==> config.mk <==
export PLATFORM = sky130hd
export DESIGN_NAME = sync_retry_backoff_scheduler
export DESIGN_NICKNAME = d
export VERILOG_FILES = /design/src/design/srbs_pkg.sv /design/src/design/sync_retry_backoff_scheduler.sv
export SDC_FILE = /design/constraint.sdc
export NUM_CORES = 1
export LEC_CHECK = 0
export CAP_MARGIN = 20
export CELL_PAD_IN_SITES_DETAIL_PLACEMENT = 1
export CELL_PAD_IN_SITES_GLOBAL_PLACEMENT = 1
export CORE_MARGIN = 5
export CORE_UTILIZATION = 49
export DETAILED_ROUTE_END_ITERATION = 6
export DONT_BUFFER_PORTS = 1
export HOLD_SLACK_MARGIN = 0.02
export PLACE_DENSITY_LB_ADDON = 0.25
export SLEW_MARGIN = 30
export SYNTH_ARGS = -nofsm -noshare
export SYNTH_HDL_FRONTEND = slang
export SYNTH_SLANG_ARGS = --single-unit
==> constraint.sdc <==
create_clock -name clock -period 6.5 [get_ports clock]
set_input_delay 1.625 -clock clock [delete_from_list [all_inputs] [get_ports clock]]
set_output_delay 1.625 -clock clock [all_outputs]
set_load 0.05 [all_outputs]
==> src/design/srbs_pkg.sv <==
// ----------------------------------------------------------------------------
// srbs_pkg: shared types and constants for the sync retry backoff scheduler
// Operation codes, time source codes, register indexes and reset values.
// ----------------------------------------------------------------------------
package srbs_pkg;

   // request operation codes
   localparam logic [1:0] OP_TICK          = 2'd0;
   localparam logic [1:0] OP_EXT_REPORT    = 2'd1;
   localparam logic [1:0] OP_PROV_REPORT   = 2'd2;

   // time source codes
   localparam logic [1:0] SRC_NONE         = 2'd0;
   localparam logic [1:0] SRC_LOCAL        = 2'd1;

   // configuration register indexes
   localparam int unsigned CSR_INDEX_W     = 3;
   localparam logic [CSR_INDEX_W-1:0] CSR_ENABLE  = 3'd0;
   localparam logic [CSR_INDEX_W-1:0] CSR_BASE    = 3'd1;
   localparam logic [CSR_INDEX_W-1:0] CSR_MAX     = 3'd2;
   localparam logic [CSR_INDEX_W-1:0] CSR_REFRESH = 3'd3;
   localparam logic [CSR_INDEX_W-1:0] CSR_FLOOR   = 3'd4;

   localparam int unsigned CSR_DATA_W      = 33;

   // register reset values
   localparam logic [23:0] BASE_RETRY_RESET   = 24'd60000;
   localparam logic [31:0] MAX_RETRY_RESET    = 32'd900000;
   localparam logic [31:0] REFRESH_RESET      = 32'd10800000;
   localparam logic [32:0] EPOCH_FLOOR_RESET  = 33'd1700000000;

   localparam logic [7:0]  RETRY_SAT          = 8'd255;

   // one accepted request
   typedef struct packed {
      logic [1:0]  operation;
      logic [31:0] now_ms;
      logic        link_up;
      logic [32:0] epoch_sec;
      logic [1:0]  sync_source;
   } req_item_type;

   // one result
   typedef struct packed {
      logic       request_sync;
      logic       is_synced;
      logic [1:0] time_source;
      logic [7:0] retries_done;
   } rsp_item_type;

endpackage

==> src/design/sync_retry_backoff_scheduler.sv <==
// ----------------------------------------------------------------------------
// sync_retry_backoff_scheduler: time sync request scheduler with backoff
// Tick requests carry the millisecond count, link state and clock epoch;
// report requests record a successful sync. Each request yields one result:
// whether a sync attempt is issued now, whether the clock counts as synced,
// the current time source and the retry count. Unsynced clocks with a link
// are retried with exponential backoff, synced clocks are refreshed.
//
// Channels: req_* in, rsp_* out, both valid/stall; csr_* is a plain write
// port (index 0 enable, 1 base, 2 max, 3 refresh, 4 epoch floor).
// A request passes the input register, then the result register, before it
// shows on rsp_*. Throughput is one request per cycle while rsp_stall is
// low; the state update for a request is written together with its result,
// so the next request in the input register sees it at once.
// Reset clears both stages, the scheduling state and loads the register
// defaults. While rsp_stall holds a waiting result, one more request is
// taken into the input register, then req_stall rises until the result
// register drains.
// ----------------------------------------------------------------------------
module sync_retry_backoff_scheduler
   import srbs_pkg::*;
#(
   parameter int BACKOFF_STEPS = 4
) (
   input  logic                   clock,
   input  logic                   reset,
   // request channel
   input  logic                   req_valid,
   output logic                   req_stall,
   input  logic [1:0]             req_operation,
   input  logic [31:0]            req_now_ms,
   input  logic                   req_link_up,
   input  logic [32:0]            req_epoch_sec,
   input  logic [1:0]             req_sync_source,
   // result channel
   output logic                   rsp_valid,
   input  logic                   rsp_stall,
   output logic                   rsp_request_sync,
   output logic                   rsp_is_synced,
   output logic [1:0]             rsp_time_source,
   output logic [7:0]             rsp_retries_done,
   // configuration port
   input  logic                   csr_write_enable,
   input  logic [CSR_INDEX_W-1:0] csr_index,
   input  logic [CSR_DATA_W-1:0]  csr_write_data
);

   // configuration registers
   logic        enable_ff;
   logic [23:0] base_retry_ff;
   logic [31:0] max_retry_ff;
   logic [31:0] refresh_ff;
   logic [32:0] epoch_floor_ff;

   // scheduling state
   logic [7:0]  retry_count_ff,     retry_count_in;
   logic        prev_link_ff,       prev_link_in;
   logic [31:0] last_attempt_ff,    last_attempt_in;
   logic [31:0] last_success_ff,    last_success_in;
   logic [1:0]  source_ff,          source_in;

   // pipeline registers
   logic         in_valid_ff;
   req_item_type in_item_ff;
   logic         out_valid_ff;
   rsp_item_type out_item_ff;
   rsp_item_type out_item_in;

   logic        advance;
   logic        take_req;
   logic [31:0] backoff_ms;
   logic [31:0] since_success;
   logic [31:0] since_attempt;
   logic [7:0]  retry_cleared;

   // move the input stage whenever the result register is free or drains
   assign advance   = in_valid_ff && (!out_valid_ff || !rsp_stall);
   assign req_stall = in_valid_ff && out_valid_ff && rsp_stall;
   assign take_req  = req_valid && !req_stall;

   // hold the request in the input register
   always_ff @(posedge clock) begin
      if (reset) begin
         in_valid_ff <= 1'b0;
      end else if (take_req) begin
         in_valid_ff <= 1'b1;
      end else if (advance) begin
         in_valid_ff <= 1'b0;
      end
      if (take_req) begin
         in_item_ff.operation   <= req_operation;
         in_item_ff.now_ms      <= req_now_ms;
         in_item_ff.link_up     <= req_link_up;
         in_item_ff.epoch_sec   <= req_epoch_sec;
         in_item_ff.sync_source <= req_sync_source;
      end
   end

   // elapsed times wrap modulo 2^32
   assign since_success = in_item_ff.now_ms - last_success_ff;
   assign since_attempt = in_item_ff.now_ms - last_attempt_ff;

   // a rising link clears the count before the backoff is chosen
   assign retry_cleared = (in_item_ff.link_up && !prev_link_ff) ? 8'd0 : retry_count_ff;

   // pick the backoff interval: shifted base below the step limit, else the cap
   always_comb begin
      if (retry_cleared < 8'(BACKOFF_STEPS)) begin
         backoff_ms = {8'd0, base_retry_ff} << retry_cleared[2:0];
      end else begin
         backoff_ms = max_retry_ff;
      end
   end

   // compute the next state and the result for the held request
   always_comb begin
      retry_count_in  = retry_count_ff;
      prev_link_in    = prev_link_ff;
      last_attempt_in = last_attempt_ff;
      last_success_in = last_success_ff;
      source_in       = source_ff;
      out_item_in.request_sync = 1'b0;
      out_item_in.is_synced    = 1'b0;

      if (in_item_ff.operation == OP_TICK && enable_ff) begin
         retry_count_in = retry_cleared;
         prev_link_in   = in_item_ff.link_up;
         if (in_item_ff.epoch_sec > epoch_floor_ff) begin
            out_item_in.is_synced = 1'b1;
            if (source_ff == SRC_NONE) begin
               source_in = SRC_LOCAL;
            end
            if (since_success >= refresh_ff && in_item_ff.link_up) begin
               out_item_in.request_sync = 1'b1;
               last_attempt_in          = in_item_ff.now_ms;
            end
         end else begin
            source_in = SRC_NONE;
            if (in_item_ff.link_up && since_attempt >= backoff_ms) begin
               if (retry_cleared != RETRY_SAT) begin
                  retry_count_in = retry_cleared + 8'd1;
               end
               last_attempt_in          = in_item_ff.now_ms;
               out_item_in.request_sync = 1'b1;
            end
         end
      end else if ((in_item_ff.operation == OP_EXT_REPORT && enable_ff) ||
                   in_item_ff.operation == OP_PROV_REPORT) begin
         source_in       = in_item_ff.sync_source;
         last_success_in = in_item_ff.now_ms;
         retry_count_in  = 8'd0;
      end

      out_item_in.time_source  = source_in;
      out_item_in.retries_done = retry_count_in;
   end

   // update on advance; user writes configuration only while idle, unenforced
   always_ff @(posedge clock) begin
      if (reset) begin
         enable_ff       <= 1'b1;
         base_retry_ff   <= BASE_RETRY_RESET;
         max_retry_ff    <= MAX_RETRY_RESET;
         refresh_ff      <= REFRESH_RESET;
         epoch_floor_ff  <= EPOCH_FLOOR_RESET;
         retry_count_ff  <= 8'd0;
         prev_link_ff    <= 1'b0;
         last_attempt_ff <= 32'd0;
         last_success_ff <= 32'd0;
         source_ff       <= SRC_NONE;
      end else if (csr_write_enable) begin
         unique case (csr_index)
            CSR_ENABLE: begin
               enable_ff      <= csr_write_data[0];
               retry_count_ff <= 8'd0;
            end
            CSR_BASE:    base_retry_ff  <= csr_write_data[23:0];
            CSR_MAX:     max_retry_ff   <= csr_write_data[31:0];
            CSR_REFRESH: refresh_ff     <= csr_write_data[31:0];
            CSR_FLOOR:   epoch_floor_ff <= csr_write_data;
            default: begin
            end
         endcase
      end else if (advance) begin
         retry_count_ff  <= retry_count_in;
         prev_link_ff    <= prev_link_in;
         last_attempt_ff <= last_attempt_in;
         last_success_ff <= last_success_in;
         source_ff       <= source_in;
      end
   end

   // hold the result until the receiver takes it
   always_ff @(posedge clock) begin
      if (reset) begin
         out_valid_ff <= 1'b0;
      end else if (advance) begin
         out_valid_ff <= 1'b1;
      end else if (!rsp_stall) begin
         out_valid_ff <= 1'b0;
      end
      if (advance) begin
         out_item_ff <= out_item_in;
      end
   end

   assign rsp_valid        = out_valid_ff;
   assign rsp_request_sync = out_item_ff.request_sync;
   assign rsp_is_synced    = out_item_ff.is_synced;
   assign rsp_time_source  = out_item_ff.time_source;
   assign rsp_retries_done = out_item_ff.retries_done;

`ifndef SYNTHESIS
   // a backoff request always leaves a nonzero retry count
   assert property (@(posedge clock) disable iff (reset)
      (rsp_valid && rsp_request_sync && !rsp_is_synced) |-> (rsp_retries_done != 8'd0))
      else $error("backoff request with zero retry count");

   // a synced result always names a time source
   assert property (@(posedge clock) disable iff (reset)
      (rsp_valid && rsp_is_synced) |-> (rsp_time_source != SRC_NONE))
      else $error("synced result without time source");

   // scheduling disabled keeps the retry count at zero
   assert property (@(posedge clock) disable iff (reset)
      !enable_ff |-> (retry_count_ff == 8'd0))
      else $error("retry count moved while disabled");

   // stall toward the sender only while the result side is stalled
   assert property (@(posedge clock) disable iff (reset)
      req_stall |-> (rsp_stall && rsp_valid && in_valid_ff))
      else $error("request stalled without downstream stall");
`endif

endmodule
# Word-level counts from Yosys, hierarchy flattened
# Index checks and enable logic that the tools add are counted.
totals:
  reg_bits: 281
  inputBits: 111
  out_inout_bits: 14
op_classes:
  n_addsub: 3
  n_lt_le_gt_ge: 4
  eq_ne: 10
  n_shift: 1
  n_mux: 25
  bitwise_logic: 2
  reduce_logical: 31
op_table:
  columns: ["operator", "count"]
  rows:
  - ["$mux W32", 4]
  - ["$mux W8", 9]
  - ["$ge A32 B32 Y1", 2]
  - ["$sub A32 B32 Y32", 2]
  - ["$gt A33 B33 Y1", 1]
  - ["$shl A24 B3 Y32", 1]
  - ["$reduce_and A2 Y1", 7]
  - ["$logic_and A1 B1 Y1", 9]
  - ["$add A8 B1 Y8 const B", 1]
  - ["$lt A8 B3 Y1 const B", 1]
  - ["$mux W1", 8]
  - ["$mux W2", 4]
  - ["$ne A8 B8 Y1 const B", 1]
  - ["$eq A3 B2 Y1 const B", 2]
  - ["$ne A2 B1 Y1 const B", 3]
  - ["$reduce_bool A2 Y1", 3]
  - ["$reduce_and A5 Y1", 1]
  - ["$logic_not A1 Y1", 4]
  - ["$logic_not A2 Y1", 2]
  - ["$reduce_and A4 Y1", 1]
  - ["$eq A3 B1 Y1 const B", 1]
  - ["$eq A3 B3 Y1 const B", 1]
  - ["$logic_not A3 Y1", 1]
  - ["$reduce_and A3 Y1", 1]
  - ["4 further kinds", 6]

# Depth between registers and ports, before layout
logic_depth:
  word_depth: 12
  depth_mapped: 24
  depth_no_buf: 23

# Least setup slack after synthesis
# Ideal clock, no wire load.
synth_timing:
  kind: "input to register"
  from: "input rsp_stall"
  to: "register in_item_ff[0] in the netlist's numbering, enable pin"
  t_arrival_ns: 5.155
  required_time_ns: 5.995
  setup_slack_ns: 0.840
  cell_stages: 2
  path_buffers: 0
  path_cell_list: "and3_1 nor2b_1"
synth_via:
  elab_chain_len: 3
synth_lines:
  columns: ["element", "line_no", "text"]
  rows:
  - ["start, declared", "sync_retry_backoff_scheduler.sv:37", "input logic rsp_stall,"]
  - ["$logic_and A1 B1 Y1", "sync_retry_backoff_scheduler.sv:78", "assign req_stall = in_valid_ff && out_valid_ff && rsp_stall;"]
  - ["$logic_not A1 Y1", "sync_retry_backoff_scheduler.sv:79", "assign take_req = req_valid && !req_stall;"]
  - ["$logic_and A1 B1 Y1", "sync_retry_backoff_scheduler.sv:79", null]
  - ["net take_req", "sync_retry_backoff_scheduler.sv:70", "logic take_req;"]
  - ["end, declared", "sync_retry_backoff_scheduler.sv:64", "req_item_type in_item_ff;"]
# The timed path passes the listed nets, and every way through them passes these cells.
# A chain may end at the register's enable or synchronous reset.

# Worst setup path after layout
layout_timing:
  from: "register in_item_ff[37] in the netlist's numbering"
  to: "register last_attempt_ff[12]"
layout_via:
  elab_chain_len: 5
  elab_cells_between_ends: 9
layout_lines:
  columns: ["element", "line_no", "text"]
  rows:
  - ["$sub A32 B32 Y32 (on tied branches)", "sync_retry_backoff_scheduler.sv:100, sync_retry_backoff_scheduler.sv:101", null]
  - ["$ge A32 B32 Y1 (on tied branches)", "sync_retry_backoff_scheduler.sv:133, sync_retry_backoff_scheduler.sv:139", null]
  - ["$logic_and A1 B1 Y1 (on tied branches)", "sync_retry_backoff_scheduler.sv:133, sync_retry_backoff_scheduler.sv:139", null]
  - ["$ne A2 B1 Y1 (no source line) or $reduce_bool A2 Y1 (tied branches)", null, null]
  - ["$reduce_and A5 Y1 (no source line) (*)", null, null]
  - ["end signal, assigned", "sync_retry_backoff_scheduler.sv:187", "last_attempt_ff <= last_attempt_in;"]
  - ["end, declared", "sync_retry_backoff_scheduler.sv:58", "logic [31:0] last_attempt_ff, last_attempt_in;"]
# Mark *: on every way between the ends. The rest lies on a longest branch, timed or not.

==> results.cfg <==
[outcome]
run_status = finished, final reports clean

[power]
power.share.switching_pct = 25.87
comb_power_share_pct = 13.4
p_sw_mw = 1.180
internal_power_mw = 3.380
cellLeakagePower_nw = 7.459
vdd.ir_drop.worst_mv = 0.2328
seqPwrFrac_pct = 42.1
share_clk_of_total_power_pct = 44.5
pwr_density_cell_nw_per_um2 = 251.8

[worst_setup_path]
critical-path-max-stage-delay_ps = 540
arrival_ps = 6150
start_kind = flop
crit_path_cell_trace = ha_1 > nor2b_1 > o31ai_1 > a21oi_1 > a31o_2 > a31oi_1 > a211o_1 > o211ai_1 > a21oi_1 > xnor2_1 > ha_1 > a21o_1 > a21o_1 > a2111oi_2 > o21bai_1 > a221o_1 > a41o_1 > a32oi_4 > buf_4 > mux2i_1 > nor2_1
setup.worst_path.class = flop to flop
cp_data_required_time_ps = 6900
crit_fanout = 32
critical_path.slowest_cell = sky130_fd_sc_hd__buf_4
worst_setup_path_end_kind = flop

[timing]
tightest_slew_ps = 992.9
max-slew-margin-rel_pct = 33.64
final-setup-viol-count = 0
timing.final.crit_share_pct = 88.45
final.setup_skew_ps = 26.74
finalSetupTns_ps = 0
finalHoldViolCount = 0
post_route_worst_setup_slack_ps = 750.8
setup_repair_after_global_routing_missed_its_margin = false
final-max-slew-violation-count = 0
timing.fmax_ghz = 0.1739
period_minus_slack_ps = 5749

[yosys]
synth_compound_gate_area_share_pct = 17.44
syn_nets = 2199
syn-instance-count = 1926
mean_instance_size_in_the_synthesized_netlist_um2 = 8.574
number_of_unique_standard_cell_types_used_by_synthesis = 78
synth_top_family_by_area = simple AND/OR/NAND/NOR gates
synth_warnings = 0
ys.flop_type = sky130_fd_sc_hd__dfxtp_1
synth_area_um2 = 16510
synth_simple_gate_area_share_pct = 18.99
yosys_register_bits = 281
synthTopCellsByArea = sky130_fd_sc_hd__dfxtp_1 24%, sky130_fd_sc_hd__edfxtp_1 15%, sky130_fd_sc_hd__ha_1 12%
synthArstFlopShare_pct = 0
synthXorXnorAreaFrac_pct = 2.652
synthMuxAreaShare_pct = 4.069
synth-seq-area-share_pct = 39.04
synth_top_area_share_pct = 24.12
post_synth_fa_ha_maj_area_fraction_pct = 12.37
synth_top_cell_by_area = sky130_fd_sc_hd__dfxtp_1
synth_enable_flop_cells = 82

[cts]
cts_num_sinks = 281
cts.root.buffer_cell = sky130_fd_sc_hd__clkbuf_16
cts-resized-gates = 0
tritoncts = done
clock_h_tree_levels = 2
clock_path_buffers = 3
clk_transition_reported_paths_ps = 60
post_cts_setup_repair_buffer_count = 0
tritoncts.num_buffers = 35
clk_latency_ps = 550
cts_hold_buffers = 0

[cells_and_area]
multi_input_combinational_cell_area_um2 = 9189
final_nets = 2173
ff_latch_area_um2 = 6446
antenna_diodes = 0
final_layout_size_suffix_gt1_share_pct = 4.829
layout.filler_cells = 4026
synthToLayoutAreaGrowth_pct = 9.660

[global_routing]
antenna_found_initial = 0
global_route_wire_length_before_repair_um = 76710
vias_in_the_first_global_route = 14390
grt_overflow_total = 0
gr-usage-all-layers_pct = 24.75
grt_start_max_net_pins = 195

[floorplanning]
row_count = 67
io-pin-count = 125
core_region_area_um2 = 33360
initial_core_util_pct = 49.49
dieWidth_um = 193.6
dieArea_um2 = 37470
die_height_um = 193.6

[drt]
drt_drc_violations_left = 0
routedWlPerCell_um = 19.85
detail-route-antenna-nets = 0
first_pass_iters = 5
route.final.wire_length_um = 47120
avgViaCountPerCell = 5.777
drt-initial-drc-count = 685
num_vias = 13710

[placement]
final_weighted_congestion_in_routability_driven_placement = 0.8735
buffer_ports.inserted = 0
dp.final_hpwl_um = 34440
setup_ws_pre_cts_ps = 790.3

[job]
max_cap_violations = 0

[min_path]
holdCritPathClass = flop to flop
## state kept, by name, indices dropped and copies added, names as in the netlist
register and count:
enable_ff 1, in_item_ff 70, rsp_retries_done 8, rsp_valid 1, rsp_time_source 2, epoch_floor_ff 33, source_ff 2, in_valid_ff 1
refresh_ff 32, rsp_request_sync 1, prev_link_ff 1, rsp_is_synced 1, last_attempt_ff 32, last_success_ff 32, retry_count_ff 8, max_retry_ff 32
base_retry_ff 24
## area by class of cell
| cell class | count | share of cell area, % |
|---|---|---|
| multi-input combinational | 1417 | 50.74 |
| clock inverter | 12 | 1.140 |
| tap | 448 | 3.095 |
| timing repair buffer | 19 | 0.8982 |
| clock buffer | 51 | 5.500 |
| inverter | 146 | 3.026 |
| sequential | 281 | 35.60 |
## metrics by stage
step	total power, mW	instance area [um^2]	hold WS (ps)	std cells	utilization, %
6_report	4.560	18110	451.3	2374	54.28
5_1_grt	4.763	18110	462.6	2374	54.28
4_1_cts	4.607	18080	452.6	2373	54.19
3_5_place_dp	2.554	16880	444.7	2310	50.59
3_3_place_gp	2.523	16880	434.2	2310	50.59
2_1_floorplan	2.404	16510	433.2	1926	-
## synthesized netlist by cell type (all sizes together), types with 3 or more instances
cell type	n
nand2	372
o211ai	9
o311ai	3
nor4b	3
and2	4
a31o	4
or2	4
xor2	15
o21bai	10
buf	5
nand3	26
a21oi	209
a221oi	13
a211o	7
dfxtp	199
o31ai	6
nor4	4
mux2i	66
a22o	5
or3	3
clkbuf	77
xnor2	35
nor2	107
nand3b	41
a21o	51
nand4	27
inv	146
a21boi	7
and4	9
nand4b	4
a31oi	14
o21a	14
a2111oi	4
edfxtp	82
ha	160
and3	20
o221ai	7
o21ai	60
nor3	20
a211oi	9
nand2b	15
nor2b	18
a311oi	3
## path summary, 6_finish.rpt
path / startpoint / to / slack (ps) / depth (start not counted)
setup / recovery: in_item_ff[37] / last_attempt_ff[12] / 750 / 21
hold / removal: source_ff[0] / source_ff[0] / 450 / 2
setup reg to reg: in_item_ff[37] / last_attempt_ff[12] / 750 / 21
hold reg to reg: source_ff[0] / source_ff[0] / 450 / 2
## metal layers
layer  vias to the layer above  wire, um  global-route usage (%)
li1                       6709         -                       -
met1                      6678     21980                   33.25
met2                       261     21810                   41.35
met3                        66      2255                   4.401
met4                         0      1065                   6.504
met5                         -         0                   1.022
## power groups by stage
stage / clock network [mW] / registers, mW / logic [mW]
2_1_floorplan: 0 / 1.94 / 0.462
3_3_place_gp: 0 / 1.95 / 0.570
3_5_place_dp: 0 / 1.96 / 0.598
4_1_cts: 2.08 / 1.92 / 0.609
5_1_grt: 2.16 / 1.92 / 0.682
6_report: 2.03 / 1.92 / 0.610
## worst max-delay path: cells and delay by family, from the launching register on
family	cells	cell delay, ps
flip-flops	1	510
adder cells (fa/ha/maj)	2	580
buffers and inverters	1	540
multiplexers	1	270
AND/OR/NAND/NOR	2	200
AO/OA/AOI/OAI	14	3330
XOR/XNOR	1	150
## cell families (layout without fill, tap and decap cells)
family          count (synthesis)  count (layout)
simple gates                  682             682
compound gates                456             456
flops                         281             281
buf+inv                       228             228
fa+ha+maj                     162             162
mux                            67              67
xor+xnor                       50              50
## layout by cell type, fill, tap and decap left out, types with 10 or more instances in the layout
cell	netlist	layout
sky130_fd_sc_hd__clkbuf_1	76	10
sky130_fd_sc_hd__nor2b_1	18	17
sky130_fd_sc_hd__a21o_1	51	51
sky130_fd_sc_hd__xnor2_1	35	35
sky130_fd_sc_hd__a221oi_1	12	12
sky130_fd_sc_hd__nand3_1	26	26
sky130_fd_sc_hd__nor2_1	106	105
sky130_fd_sc_hd__xor2_1	15	15
sky130_fd_sc_hd__o21bai_1	10	10
sky130_fd_sc_hd__clkbuf_16	0	35
sky130_fd_sc_hd__nand2_1	372	372
sky130_fd_sc_hd__mux2i_1	66	66
sky130_fd_sc_hd__nand2b_1	14	14
sky130_fd_sc_hd__a21oi_1	209	209
sky130_fd_sc_hd__a31oi_1	14	13
sky130_fd_sc_hd__o21a_1	13	13
sky130_fd_sc_hd__nand3b_1	41	41
sky130_fd_sc_hd__inv_1	146	146
sky130_fd_sc_hd__dfxtp_1	199	199
sky130_fd_sc_hd__ha_1	160	160
sky130_fd_sc_hd__and3_1	20	20
sky130_fd_sc_hd__buf_4	0	18
sky130_fd_sc_hd__nor3_1	19	19
sky130_fd_sc_hd__nand4_1	27	27
sky130_fd_sc_hd__edfxtp_1	82	82
sky130_fd_sc_hd__o21ai_0	53	53
Note: power is estimated with default switching activity, not from simulation.
